### src/cfws_pkg.sv
`timescale 1ns / 1ps

package cfws_pkg;

    // Word width of one queue entry
    localparam int DATA_W = 32;

    // Operation codes carried on the op field
    typedef enum logic [2:0] {
        OP_ENQ  = 3'd0,
        OP_DEQ  = 3'd1,
        OP_PEEK = 3'd2,
        OP_CONT = 3'd3,
        OP_TRAV = 3'd4
    } t_op;

    // Result status codes
    typedef enum logic [1:0] {
        STS_OK       = 2'd0,
        STS_OVERFLOW = 2'd1,
        STS_EMPTY    = 2'd2
    } t_status;

    // Controller states
    typedef enum logic [2:0] {
        S_IDLE,
        S_POP,
        S_SCAN,
        S_FIN,
        S_TRAV
    } t_state;

    // One result transfer from the controller into the output register
    typedef struct packed {
        logic                     load;
        logic signed [DATA_W-1:0] value;
        t_status                  status;
        logic                     found;
        logic                     last;
    } t_res;

endpackage

### src/circular_fifo_with_search.sv
`timescale 1ns / 1ps
// Order: enqueue and empty-queue results go into the output register at the transfer;
//   dequeue/peek read the head entry, then hand it out in S_POP; contains scans, then S_FIN.
// Throughput: enqueue one per cycle while the output is not stalled; other operations stall
//   the input until their last result is out; the entry memory has one registered read port.
// Reset (synchronous, active low) clears head, tail, count and the output valid; the entry
//   memory is not cleared, only entries written by an enqueue are ever read.

module circular_fifo_with_search
    import cfws_pkg::*;
#(
    parameter int DEPTH = 16
) (
    input  logic                     i_clk,
    input  logic                     i_rst_n,
    // input channel
    input  logic                     i_in_valid,
    output logic                     o_in_stall,
    input  logic [2:0]               i_op,
    input  logic signed [DATA_W-1:0] i_data_value,
    // output channel
    output logic                     o_out_valid,
    input  logic                     i_out_stall,
    output logic signed [DATA_W-1:0] o_value,
    output logic [1:0]               o_status,
    output logic                     o_found,
    output logic                     o_last
);

    localparam int AW = $clog2(DEPTH);
    localparam int CW = $clog2(DEPTH + 1);

    logic                     we;
    logic [AW-1:0]            waddr;
    logic signed [DATA_W-1:0] wdata;
    logic                     re;
    logic [AW-1:0]            raddr;
    logic signed [DATA_W-1:0] rdata;
    t_res                     res;
    logic                     out_free;

    logic                     r_out_valid;
    logic signed [DATA_W-1:0] r_value;
    t_status                  r_status;
    logic                     r_found;
    logic                     r_last;

    cfws_ram #(
        .DEPTH (DEPTH),
        .AW    (AW)
    ) u_ram (
        .i_clk   (i_clk),
        .i_we    (we),
        .i_waddr (waddr),
        .i_wdata (wdata),
        .i_re    (re),
        .i_raddr (raddr),
        .o_rdata (rdata)
    );

    cfws_ctrl #(
        .DEPTH (DEPTH),
        .AW    (AW),
        .CW    (CW)
    ) u_ctrl (
        .i_clk        (i_clk),
        .i_rst_n      (i_rst_n),
        .i_in_valid   (i_in_valid),
        .o_in_stall   (o_in_stall),
        .i_op         (i_op),
        .i_data_value (i_data_value),
        .i_out_free   (out_free),
        .o_res        (res),
        .o_we         (we),
        .o_waddr      (waddr),
        .o_wdata      (wdata),
        .o_re         (re),
        .o_raddr      (raddr),
        .i_rdata      (rdata)
    );

    // Output register is free when empty or being drained this cycle
    assign out_free = !r_out_valid || !i_out_stall;

    always_ff @(posedge i_clk) begin
        if (!i_rst_n) begin
            r_out_valid <= 1'b0;
        end else if (res.load) begin
            r_out_valid <= 1'b1;
        end else if (!i_out_stall) begin
            r_out_valid <= 1'b0;
        end
    end

    always_ff @(posedge i_clk) begin
        if (res.load) begin
            r_value  <= res.value;
            r_status <= res.status;
            r_found  <= res.found;
            r_last   <= res.last;
        end
    end

    assign o_out_valid = r_out_valid;
    assign o_value     = r_value;
    assign o_status    = r_status;
    assign o_found     = r_found;
    assign o_last      = r_last;

endmodule

### src/cfws_ram.sv
`timescale 1ns / 1ps

module cfws_ram
    import cfws_pkg::*;
#(
    parameter int DEPTH = 16,
    parameter int AW    = 4
) (
    input  logic                     i_clk,
    input  logic                     i_we,
    input  logic [AW-1:0]            i_waddr,
    input  logic signed [DATA_W-1:0] i_wdata,
    input  logic                     i_re,
    input  logic [AW-1:0]            i_raddr,
    output logic signed [DATA_W-1:0] o_rdata
);

    logic signed [DATA_W-1:0] r_mem [DEPTH];
    logic signed [DATA_W-1:0] r_rdata;

    // Write port
    always_ff @(posedge i_clk) begin
        if (i_we) begin
            r_mem[i_waddr] <= i_wdata;
        end
    end

    // Registered read port; data holds until the next read
    always_ff @(posedge i_clk) begin
        if (i_re) begin
            r_rdata <= r_mem[i_raddr];
        end
    end

    assign o_rdata = r_rdata;

endmodule

### src/cfws_ctrl.sv
`timescale 1ns / 1ps

module cfws_ctrl
    import cfws_pkg::*;
#(
    parameter int DEPTH = 16,
    parameter int AW    = 4,
    parameter int CW    = 5
) (
    input  logic                     i_clk,
    input  logic                     i_rst_n,
    // input channel
    input  logic                     i_in_valid,
    output logic                     o_in_stall,
    input  logic [2:0]               i_op,
    input  logic signed [DATA_W-1:0] i_data_value,
    // output register has room for a transfer this cycle
    input  logic                     i_out_free,
    output t_res                     o_res,
    // memory ports
    output logic                     o_we,
    output logic [AW-1:0]            o_waddr,
    output logic signed [DATA_W-1:0] o_wdata,
    output logic                     o_re,
    output logic [AW-1:0]            o_raddr,
    input  logic signed [DATA_W-1:0] i_rdata
);

    t_state                   r_state, n_state;
    logic [AW-1:0]            r_head, n_head;
    logic [AW-1:0]            r_tail, n_tail;
    logic [CW-1:0]            r_count, n_count;
    logic [AW-1:0]            r_ptr, n_ptr;
    logic [CW-1:0]            r_left, n_left;
    logic signed [DATA_W-1:0] r_key, n_key;
    logic                     r_deq, n_deq;
    logic                     r_hit, n_hit;

    logic idle;
    logic accept;
    logic empty;
    logic full;
    logic at_last;
    logic match;

    // Ring increment with wrap at DEPTH
    function automatic logic [AW-1:0] f_next(input logic [AW-1:0] p);
        if (p == AW'(DEPTH - 1)) begin
            return '0;
        end
        return p + AW'(1);
    endfunction

    assign idle    = (r_state == S_IDLE);
    assign accept  = i_in_valid && idle && i_out_free;
    assign empty   = (r_count == '0);
    assign full    = (r_count == CW'(DEPTH));
    assign at_last = (r_left == CW'(1));
    assign match   = (i_rdata == r_key);

    assign o_in_stall = !(idle && i_out_free);

    // Next state
    always_comb begin
        n_state = r_state;
        unique case (r_state)
            S_IDLE: begin
                if (accept) begin
                    unique case (i_op)
                        OP_DEQ, OP_PEEK: n_state = empty ? S_IDLE : S_POP;
                        OP_CONT:         n_state = empty ? S_IDLE : S_SCAN;
                        OP_TRAV:         n_state = empty ? S_IDLE : S_TRAV;
                        default:         n_state = S_IDLE;
                    endcase
                end
            end
            S_POP: begin
                if (i_out_free) n_state = S_IDLE;
            end
            S_SCAN: begin
                if (match || at_last) n_state = S_FIN;
            end
            S_FIN: begin
                if (i_out_free) n_state = S_IDLE;
            end
            S_TRAV: begin
                if (i_out_free && at_last) n_state = S_IDLE;
            end
            default: n_state = S_IDLE;
        endcase
    end

    // Outputs and datapath updates
    always_comb begin
        n_head  = r_head;
        n_tail  = r_tail;
        n_count = r_count;
        n_ptr   = r_ptr;
        n_left  = r_left;
        n_key   = r_key;
        n_deq   = r_deq;
        n_hit   = r_hit;
        o_we    = 1'b0;
        o_waddr = r_tail;
        o_wdata = i_data_value;
        o_re    = 1'b0;
        o_raddr = r_head;
        o_res   = '0;

        unique case (r_state)
            S_IDLE: begin
                if (accept) begin
                    unique case (i_op)
                        OP_ENQ: begin
                            o_res.load = 1'b1;
                            o_res.last = 1'b1;
                            if (full) begin
                                o_res.status = STS_OVERFLOW;
                            end else begin
                                o_res.status = STS_OK;
                                o_we         = 1'b1;
                                n_tail       = f_next(r_tail);
                                n_count      = r_count + CW'(1);
                            end
                        end
                        OP_DEQ, OP_PEEK: begin
                            if (empty) begin
                                o_res.load   = 1'b1;
                                o_res.status = STS_EMPTY;
                                o_res.last   = 1'b1;
                            end else begin
                                o_re  = 1'b1;
                                n_deq = (i_op == OP_DEQ);
                            end
                        end
                        OP_CONT: begin
                            if (empty) begin
                                o_res.load   = 1'b1;
                                o_res.status = STS_OK;
                                o_res.last   = 1'b1;
                            end else begin
                                o_re   = 1'b1;
                                n_ptr  = r_head;
                                n_left = r_count;
                                n_key  = i_data_value;
                            end
                        end
                        OP_TRAV: begin
                            if (empty) begin
                                o_res.load   = 1'b1;
                                o_res.status = STS_EMPTY;
                                o_res.last   = 1'b1;
                            end else begin
                                o_re   = 1'b1;
                                n_ptr  = r_head;
                                n_left = r_count;
                            end
                        end
                        default: ;
                    endcase
                end
            end
            // head entry is on the read data; hand it out
            S_POP: begin
                if (i_out_free) begin
                    o_res.load   = 1'b1;
                    o_res.value  = i_rdata;
                    o_res.status = STS_OK;
                    o_res.last   = 1'b1;
                    if (r_deq) begin
                        n_head  = f_next(r_head);
                        n_count = r_count - CW'(1);
                    end
                end
            end
            // compare one entry per cycle, read the next one meanwhile
            S_SCAN: begin
                n_hit = match;
                if (!match && !at_last) begin
                    o_re    = 1'b1;
                    o_raddr = f_next(r_ptr);
                    n_ptr   = f_next(r_ptr);
                    n_left  = r_left - CW'(1);
                end
            end
            S_FIN: begin
                if (i_out_free) begin
                    o_res.load   = 1'b1;
                    o_res.status = STS_OK;
                    o_res.found  = r_hit;
                    o_res.last   = 1'b1;
                end
            end
            // one live entry per transfer, oldest first
            S_TRAV: begin
                if (i_out_free) begin
                    o_res.load   = 1'b1;
                    o_res.value  = i_rdata;
                    o_res.status = STS_OK;
                    o_res.last   = at_last;
                    if (!at_last) begin
                        o_re    = 1'b1;
                        o_raddr = f_next(r_ptr);
                        n_ptr   = f_next(r_ptr);
                        n_left  = r_left - CW'(1);
                    end
                end
            end
            default: ;
        endcase
    end

    // Control state
    always_ff @(posedge i_clk) begin
        if (!i_rst_n) begin
            r_state <= S_IDLE;
            r_head  <= '0;
            r_tail  <= '0;
            r_count <= '0;
        end else begin
            r_state <= n_state;
            r_head  <= n_head;
            r_tail  <= n_tail;
            r_count <= n_count;
        end
    end

    // Per-operation working registers
    always_ff @(posedge i_clk) begin
        r_ptr  <= n_ptr;
        r_left <= n_left;
        r_key  <= n_key;
        r_deq  <= n_deq;
        r_hit  <= n_hit;
    end

    // Occupancy never passes the capacity
    a_count_range: assert property (@(posedge i_clk) disable iff (!i_rst_n)
        r_count <= CW'(DEPTH))
        else $error("entry count above capacity");

    // Memory is written only when there is room
    a_write_room: assert property (@(posedge i_clk) disable iff (!i_rst_n)
        o_we |-> (!full && idle))
        else $error("write into a full queue");

    // A completed dequeue removes exactly one entry
    a_deq_count: assert property (@(posedge i_clk) disable iff (!i_rst_n)
        (r_state == S_POP && i_out_free && r_deq)
            |=> (r_count == CW'($past(r_count) - CW'(1))))
        else $error("dequeue did not drop the count by one");

    // Scan and traversal reads stay within the live entries
    a_scan_bound: assert property (@(posedge i_clk) disable iff (!i_rst_n)
        (o_re && !idle) |-> (r_left > CW'(1)))
        else $error("read past the last live entry");

endmodule

### config.mk
export PLATFORM = sky130hd
export DESIGN_NAME = circular_fifo_with_search
export DESIGN_NICKNAME = d
export VERILOG_FILES = /design/src/cfws_pkg.sv /design/src/circular_fifo_with_search.sv /design/src/cfws_ram.sv /design/src/cfws_ctrl.sv
export SDC_FILE = /design/constraint.sdc
export NUM_CORES = 1
export LEC_CHECK = 0
export ABC_AREA = 1
export BUFFER_PORTS_ARGS = -buffer_cell sky130_fd_sc_hd__buf_2
export CORE_UTILIZATION = 50
export CTS_BUF_LIST = sky130_fd_sc_hd__clkbuf_16
export CTS_CLUSTER_SIZE = 20
export DETAILED_ROUTE_END_ITERATION = 8
export PLACE_DENSITY = 0.66
export SYNTH_ARGS = -nofsm -noshare
export SYNTH_HDL_FRONTEND = slang
export SYNTH_SLANG_ARGS = --single-unit
### constraint.sdc
create_clock -name i_clk -period 6.25 [get_ports i_clk]
set_input_delay 1.5625 -clock i_clk [delete_from_list [all_inputs] [get_ports i_clk]]
set_output_delay 1.5625 -clock i_clk [all_outputs]
set_load 0.01 [all_outputs]
==> impl_metrics.py, run 1 <==
metrics = {
    "pwr": {
        "intPower_mw": 7.84,
        "p_total_mw": 11.2,
        "pwr-share-seq_pct": 46.0,
        "clkPwrFrac_pct": 33.1,
        "p_sw_share_pct": 30.0,
        "irDropWorstVdd_v": 0.000297,
        "powerDensity_nw_per_um2": 365,
        "power_leakage_nw": 12.4,
        "p_sw_mw": 3.37,
        "power_frac_comb_pct": 21.0,
    },
    "synth": {
        "synth_area_per_cell_um2": 10.8,
        "synthTopCellsByArea": "edfxtp_1 (68%), nand3_1 (11%), nand2_1 (8.7%), inv_1 (4.5%), buf_2 (1.5%)",
        "ys.flop_type": "edfxtp_1",
        "synth_warnings": 0,
        "yosys.area.top_type": "edfxtp_1",
        "async_flop_share_pct": 0,
        "syn_nets": 2599,
        "synth_seq_cells": 640,
        "synth.cell_area_um2": 27600,
        "synth_seq_area_share_pct": 69.0,
        "yosysTopAreaCellShare_pct": 67.8,
        "yosys.cell_types.count": 33,
        "synth_edf_count": 623,
        "syn-instance-count": 2548,
    },
    "finish": {
        "fillers": 4453,
        "diodes": 0,
        "layout_commonest_cell": "nand2_1",
        "final_cells": 3324,
        "layout.nets": 2637,
        "drive_above_1_share_pct": 8.71,
        "area_growth_pct": 11.3,
        "final_cell_mix": "nand2_1 (637), edfxtp_1 (623), nand3_1 (590)",
    },
    "run": {
        "cap_viol_max_count": 0,
    },
    "global_routing": {
        "grt_usage_pct": 25.1,
        "grt_pass1_wl_um": 107000,
        "grt_overflow_total": 0,
        "antenna_found_initial": 0,
        "grt_pass1_vias": 18000,
        "grt_start_max_net_pins": 199,
    },
    "worst_setup_path": {
        "cp.buffers_inverters": 2,
        "crit_path_max_fanout": 198,
        "cp_cell_sequence": "xnor2_1 -> nand2_1 -> nor2_1 -> nand2_1 -> nor2_1 -> nand2_1 -> nand2_1 -> nand3_1 -> nand3_4 -> buf_12 -> buf_4 -> nand3_1 -> nand3_1 -> nand3_1 -> nand3_1 -> nand2_1",
        "crit_slowest_cell": "buf_4",
        "startpoint_type": "flip-flop",
        "r2r_end": "u_ram.o_rdata[26]",
        "crit_arrival_ns": 4.87,
        "r2r_start": "u_ram.o_rdata[31]",
        "critical_path.max_stage_delay_ns": 0.70,
        "crit_required_ns": 6.59,
        "timing_worst_setup_path_type": "reg2reg",
        "crit_family": "simple AND/OR/NAND/NOR gates",
        "reg2reg_slack_ns": 1.72,
        "rr_worst_depth": 16,
        "cp-end-kind": "flip-flop",
    },
    "detailed_routing": {
        "wirelength_um": 69500,
        "ant_nets": 0,
        "wl_per_cell_um": 20.9,
        "vias": 18500,
        "firstDrtPassIters": 5,
        "drc": 0,
        "drt_iter0_markers": 1954,
        "viasPerCell": 5.55,
    },
    "die": {
        "start_util_pct": 51.0,
        "die_h_um": 237,
        "die_x_um": 237,
        "ios": 77,
        "core-area_um2": 54100,
        "dieArea_um2": 56100,
        "rows": 85,
    },
    "hold_path": {
        "min_to": "u_ctrl.o_waddr[0]",
        "min_from": "u_ctrl.o_waddr[0]",
        "worstHoldPathType": "reg2reg",
        "hold_path_depth": 2,
    },
    "clock_tree": {
        "post_cts_buffers": 0,
        "ctsHoldBuffers": 0,
        "clk_pin_slew_ns": 0.06,
        "cts_buffer_depth": 3,
        "clk_latency_ns": 0.60,
        "htreeDepth": 3,
        "root_buffer": "clkbuf_16",
        "numCtsBuffers": 67,
        "ctsResizeCount": 0,
        "cts_tree": "built",
        "clock_sinks": 640,
    },
    "sta": {
        "final.setup_skew_ns": 0.0191,
        "slew_headroom_pct": 14.7,
        "post-route-period-util_pct": 72.4,
        "rsz0062_at_grt": "no",
        "hold_viol_final": 0,
        "fmax_mhz": 221,
        "slew_viol_final": 0,
        "final-setup-viol-count": 0,
        "period_minus_slack_ns": 4.53,
        "finalSetupTns_ns": 0,
        "tightest_slew_ns": 1.28,
    },
    "placement": {
        "io_buffers": 76,
        "gp_congestion": 0.801,
        "dp_hpwl_um": 36600,
        "dp_cells": 3210,
    },
    "status": {
        "status": "complete, no violations",
    },
}
power groups by stage:
stage / logic [mW] / clock network, mW / registers (mW)
after CTS: 2.37 / 3.76 / 5.15
after detailed placement: 2.36 / 0 / 5.24
after global placement: 2.32 / 0 / 5.24
after global routing: 2.61 / 3.92 / 5.18
after floorplan: 1.57 / 0 / 5.29
final: 2.35 / 3.70 / 5.15
cells by family after synthesis:
group | Yosys count | synth area share [%]
simple gates | 1337 | 21.2
flops | 640 | 69.0
buf+inv | 478 | 7.29
compound gates | 50 | 0.970
xor+xnor | 31 | 0.984
fa+ha+maj | 12 | 0.571
worst reg2reg max path: cells and delay by family (launching register included):
family | cells | cell delay, ns
buffers and inverters | 2 | 1.56
flip-flops | 1 | 0.50
AND/OR/NAND/NOR | 13 | 2.02
XOR/XNOR | 1 | 0.19
how the worst max path moves through the flow:
stage	from	to	slack (ns)	depth (start not counted)
5_1_grt	u_ram.o_rdata[31]	u_ram.o_rdata[21]	1.48	16
6_report	u_ram.o_rdata[31]	u_ram.o_rdata[26]	1.72	16
4_1_cts	u_ram.o_rdata[31]	u_ram.o_rdata[21]	1.79	16
3_5_place_dp	i_out_stall	u_ram.o_rdata[21]	1.48	13
2_1_floorplan	i_out_stall	u_ram.o_rdata[0]	1.33	3
3_3_place_gp	i_out_stall	u_ram.o_rdata[13]	1.53	13
flip-flops by register name (all words and copies together) (netlist names), 4 cells and up:
register	cells
o_value	32
u_ctrl.o_waddr	4
u_ctrl.r_count	5
u_ctrl.r_head	4
u_ctrl.r_key	32
u_ctrl.r_left	5
u_ctrl.r_ptr	4
u_ram.o_rdata	32
u_ram.r_mem	512
routing by layer:
metal	vias up	share of wire [%]	GRT usage, %
li1	8624	-	-
met1	8972	42	33.8
met4	0	2.7	8.76
met5	-	0	0
met2	748	47	40.9
met3	120	7.7	4.64
through the flow:
step	cell area (um^2)	util, %	setup WS, ns	hold slack [ns]
global placement	28600	52.8	1.53	0.494
CTS	30600	56.6	1.79	0.516
detailed placement	28600	52.9	1.48	0.509
finish	30700	56.7	1.72	0.515
global route	30700	56.7	1.48	0.536
floorplan	27600	-	1.33	0.455
synthesized netlist by cell type, types with 2 or more instances:
cell / n
a21oi_1: 20
buf_1: 3
buf_2: 83
buf_4: 22
buf_6: 4
clkbuf_1: 25
dfxtp_1: 17
edfxtp_1: 623
ha_1: 11
inv_1: 333
inv_2: 8
nand2_1: 637
nand2_2: 3
nand3_1: 590
nand3_2: 2
nand4_1: 3
nor2_1: 89
nor2_4: 2
nor3_1: 6
o211ai_1: 3
o21ai_0: 20
o21ai_1: 4
xnor2_1: 26
xor2_1: 5
final cells by class:
type / instances / area, um^2 / area share [%]
Clock buffer: 73 / 1830 / 5.95
Clock inverter: 38 / 191 / 0.624
Inverter: 341 / 1290 / 4.19
Multi-Input combinational cell: 1430 / 6740 / 21.9
Sequential cell: 640 / 19000 / 62.0
Tap cell: 696 / 871 / 2.84
Timing Repair Buffer: 106 / 738 / 2.40
Note: power is estimated with default switching activity, not from simulation.
==> run 2: changes to the inputs <==
- ABC_AREA: 1 -> 0
- PLACE_DENSITY: 0.66 -> 0.69
- clock period: 6.25 -> 3.65 ns (I/O delays scaled with it)
==> run 2 against run 1 <==
Cell count down 30%. Synthesized cell count down 44%. Critical endpoint is now u_ram.o_rdata[24]. First-iteration DRC count down 33%. Clock-buffer cell count down 6. Critical path type unchanged. Maximum frequency up 26%. Register-to-register slack worse by 1.7 ns. Highest routed layer unchanged. Core utilization up 2.8 points. Combinational power down 83%. Via count down 26%. Worst setup slack worse by 1.7 ns. Hold slack better by 0.052 ns. Die area down 7.5%.
==> impl_metrics.py, run 2 <==
metrics = {
    "finish": {
        "area_growth_pct": 17.3,
        "layout.nets": 1661,
        "largest_reg_flops": 512,
        "layout_commonest_cell": "edfxtp_1",
        "fillers": 3642,
        "fin_area_um2": 29900,
        "drive_above_1_share_pct": 25.8,
        "largest-register": "u_ram.r_mem",
        "final_cell_mix": "edfxtp_1 (623), mux2_2 (126), a22oi_1 (97)",
    },
    "clock_tree": {
        "cts_buffer_depth": 3,
        "clk_pin_slew_ns": 0.06,
        "numCtsBuffers": 67,
        "cts_tree": "built",
        "htreeDepth": 3,
        "root_buffer": "clkbuf_16",
        "ctsHoldBuffers": 0,
        "clk_latency_ns": 0.60,
        "clock_sinks": 640,
    },
    "synth": {
        "synth_mux_area_share_pct": 11.2,
        "synthTopCellsByArea": "edfxtp_1 (73%), mux2_2 (5.6%), mux2_1 (3.0%), a22oi_1 (2.9%), mux2i_1 (2.7%)",
        "yosys.cell_types.count": 59,
        "synth.cell_area_um2": 25500,
        "synth_edf_count": 623,
        "ys.flop_type": "edfxtp_1",
        "synth_adder_area_share_pct": 0.657,
        "yosysTopAreaCellShare_pct": 73.3,
        "synthXorXnorAreaFrac_pct": 1.72,
        "syn-instance-count": 1436,
        "async_flop_share_pct": 0,
        "yosys.area_share.simple_pct": 4.02,
        "yosys.area.top_type": "edfxtp_1",
        "yosys.cell_count.top_type": "edfxtp_1",
        "synth_top_family_by_area": "multiplexers",
        "synthTopCellsByCount": "edfxtp_1 (623), mux2_2 (126), a22oi_1 (97)",
        "synth_warnings": 0,
        "synth_seq_area_share_pct": 74.7,
        "synth_area_per_cell_um2": 17.8,
        "synth_seq_cells": 640,
        "syn_nets": 1487,
        "synth_compound_area_share_pct": 5.92,
    },
    "sta": {
        "final-setup-viol-count": 0,
        "fmax_mhz": 277,
        "rsz0062_at_grt": "yes",
        "final.setup_skew_ns": 0.0270,
        "tightest_slew_ns": 0.853,
        "post-route-period-util_pct": 98.8,
        "slew_viol_final": 0,
        "slew_headroom_pct": 43.1,
        "hold_viol_final": 0,
        "period_minus_slack_ns": 3.60,
    },
    "die": {
        "core-area_um2": 50300,
        "die_h_um": 228,
        "die_x_um": 228,
        "start_util_pct": 50.7,
        "rows": 82,
        "dieArea_um2": 51900,
        "ios": 77,
    },
    "pwr": {
        "p_total_mw": 15.0,
        "powerDensity_nw_per_um2": 501,
        "power_leakage_nw": 10.4,
        "irDropWorstVdd_v": 0.000455,
    },
    "global_routing": {
        "antenna_found_initial": 2,
        "grt_pass1_wl_um": 89300,
        "grt_pass1_vias": 13800,
        "grt_start_max_net_pins": 37,
        "grt_overflow_total": 0,
        "grt_usage_pct": 23.5,
    },
    "worst_setup_path": {
        "r2r_start": "u_ram.o_rdata[17]",
        "crit_slowest_cell": "edfxtp_1",
        "cp.buffers_inverters": 5,
        "crit_path_max_fanout": 12,
        "startpoint_type": "flip-flop",
        "crit_required_ns": 3.92,
        "reg2reg_slack_ns": 0.05,
        "critical_path.max_stage_delay_ns": 0.45,
        "crit_family": "buffers and inverters",
        "cpMostUsedCell": "buf_4",
        "cp-end-kind": "flip-flop",
        "startpoint": "u_ram.o_rdata[17]",
        "crit_arrival_ns": 3.87,
        "cp_cell_sequence": "xor2_1 -> nor4_2 -> buf_4 -> nand4_1 -> buf_4 -> o2111a_1 -> a311oi_4 -> buf_4 -> buf_12 -> buf_4 -> mux2_1 -> a22oi_1 -> nand4_1",
        "timing_worst_setup_path_type": "reg2reg",
    },
    "detailed_routing": {
        "drc": 0,
        "firstDrtPassIters": 6,
        "wl_per_cell_um": 26.2,
        "vias": 13600,
        "wirelength_um": 61100,
        "ant_nets": 0,
        "drt_iter0_markers": 1305,
        "viasPerCell": 5.85,
    },
    "placement": {
        "dpl_cell_area_um2": 27800,
        "io_buffers": 76,
        "gp_congestion": 0.800,
        "dp_hpwl_um": 34000,
    },
    "status": {
        "status": "complete, no violations",
    },
    "hold_path": {
        "min_from": "u_ctrl.r_count[3]",
        "worstHoldPathType": "reg2reg",
    },
    "run": {
        "cap_viol_max_count": 0,
    },
}
==> run 2: final cells by class <==
type,instances,area [um^2],share of cell area (%)
clock inverters,51,390,1.30
repair buffers,176,1620,5.42
inverters,11,41.3,0.138
flip-flops and latches,640,19000,63.6
multi-input cells,714,6300,21.1
diodes,1,2.50,0.00836
well taps,672,841,2.81
clock buffers,67,1680,5.60
==> run 2: worst reg2reg max path, stage by stage (launching register included) <==
cell,delay [ns]
edfxtp_1,0.45
xor2_1,0.20
nor4_2,0.25
buf_4,0.16
nand4_1,0.11
buf_4,0.19
o2111a_1,0.28
a311oi_4,0.30
buf_4,0.26
buf_12,0.17
buf_4,0.18
mux2_1,0.32
a22oi_1,0.19
nand4_1,0.21
==> run 2: report_power, final <==
| part | switching [mW] | internal (mW) | leakage [nW] |
|---|---|---|---|
| sequential | 0.0260 | 8.12 | 5.77 |
| combinational | 0.261 | 0.128 | 3.56 |
| clock | 2.75 | 3.71 | 1.07 |
==> run 2: worst paths after layout <==
check        cells after the start                end
min                              2  u_ctrl.r_count[3]
min reg2reg                      2  u_ctrl.r_count[3]
max                             13  u_ram.o_rdata[24]
max reg2reg                     13  u_ram.o_rdata[24]
==> run 2: through the flow <==
| step | setup TNS (ns) | instances | setup WS, ns | util, % | hold WS [ns] |
|---|---|---|---|---|---|
| 6_report | 0 | 2332 | 0.0455 | 59.5 | 0.568 |
| 5_1_grt | -0.0893 | 2332 | -0.0593 | 59.5 | 0.619 |
| 2_1_floorplan | -62.25 | 1436 | -0.297 | - | 0.521 |
| 3_3_place_gp | 0 | 2209 | 0.0470 | 55.3 | 0.556 |
| 4_1_cts | 0 | 2327 | 0.0331 | 59.4 | 0.578 |
| 3_5_place_dp | 0 | 2209 | 0.0341 | 55.3 | 0.569 |
==> run 2: cells by family (layout without fill, tap and decap cells) <==
group	Yosys count	count (layout)
DFF	640	640
muxes	262	262
AOI/OAI and AO/OA	198	199
and+or+nand+nor	190	190
buffers and inverters	83	305
xor gates and xnor gates	50	50
adders and majority gates	13	13
other	0	1
==> run 2: what timing repair did <==
item                                    in CTS  in global routing
endpoints found under the setup margin       0                 31
gates resized for setup                      0                  7
setup buffers                                0                  3
==> run 2: metal layers <==
layer  wire length [um]  track usage, %  part of all wire (%)  up-vias
li1                   -               -                     -     6073
met1              25600            31.3                    42     6963
met2              29900            38.6                    49      508
met3               3800            3.84                   6.2      102
met4               1760            9.65                   2.9        0
met5                  0               0                     0        -
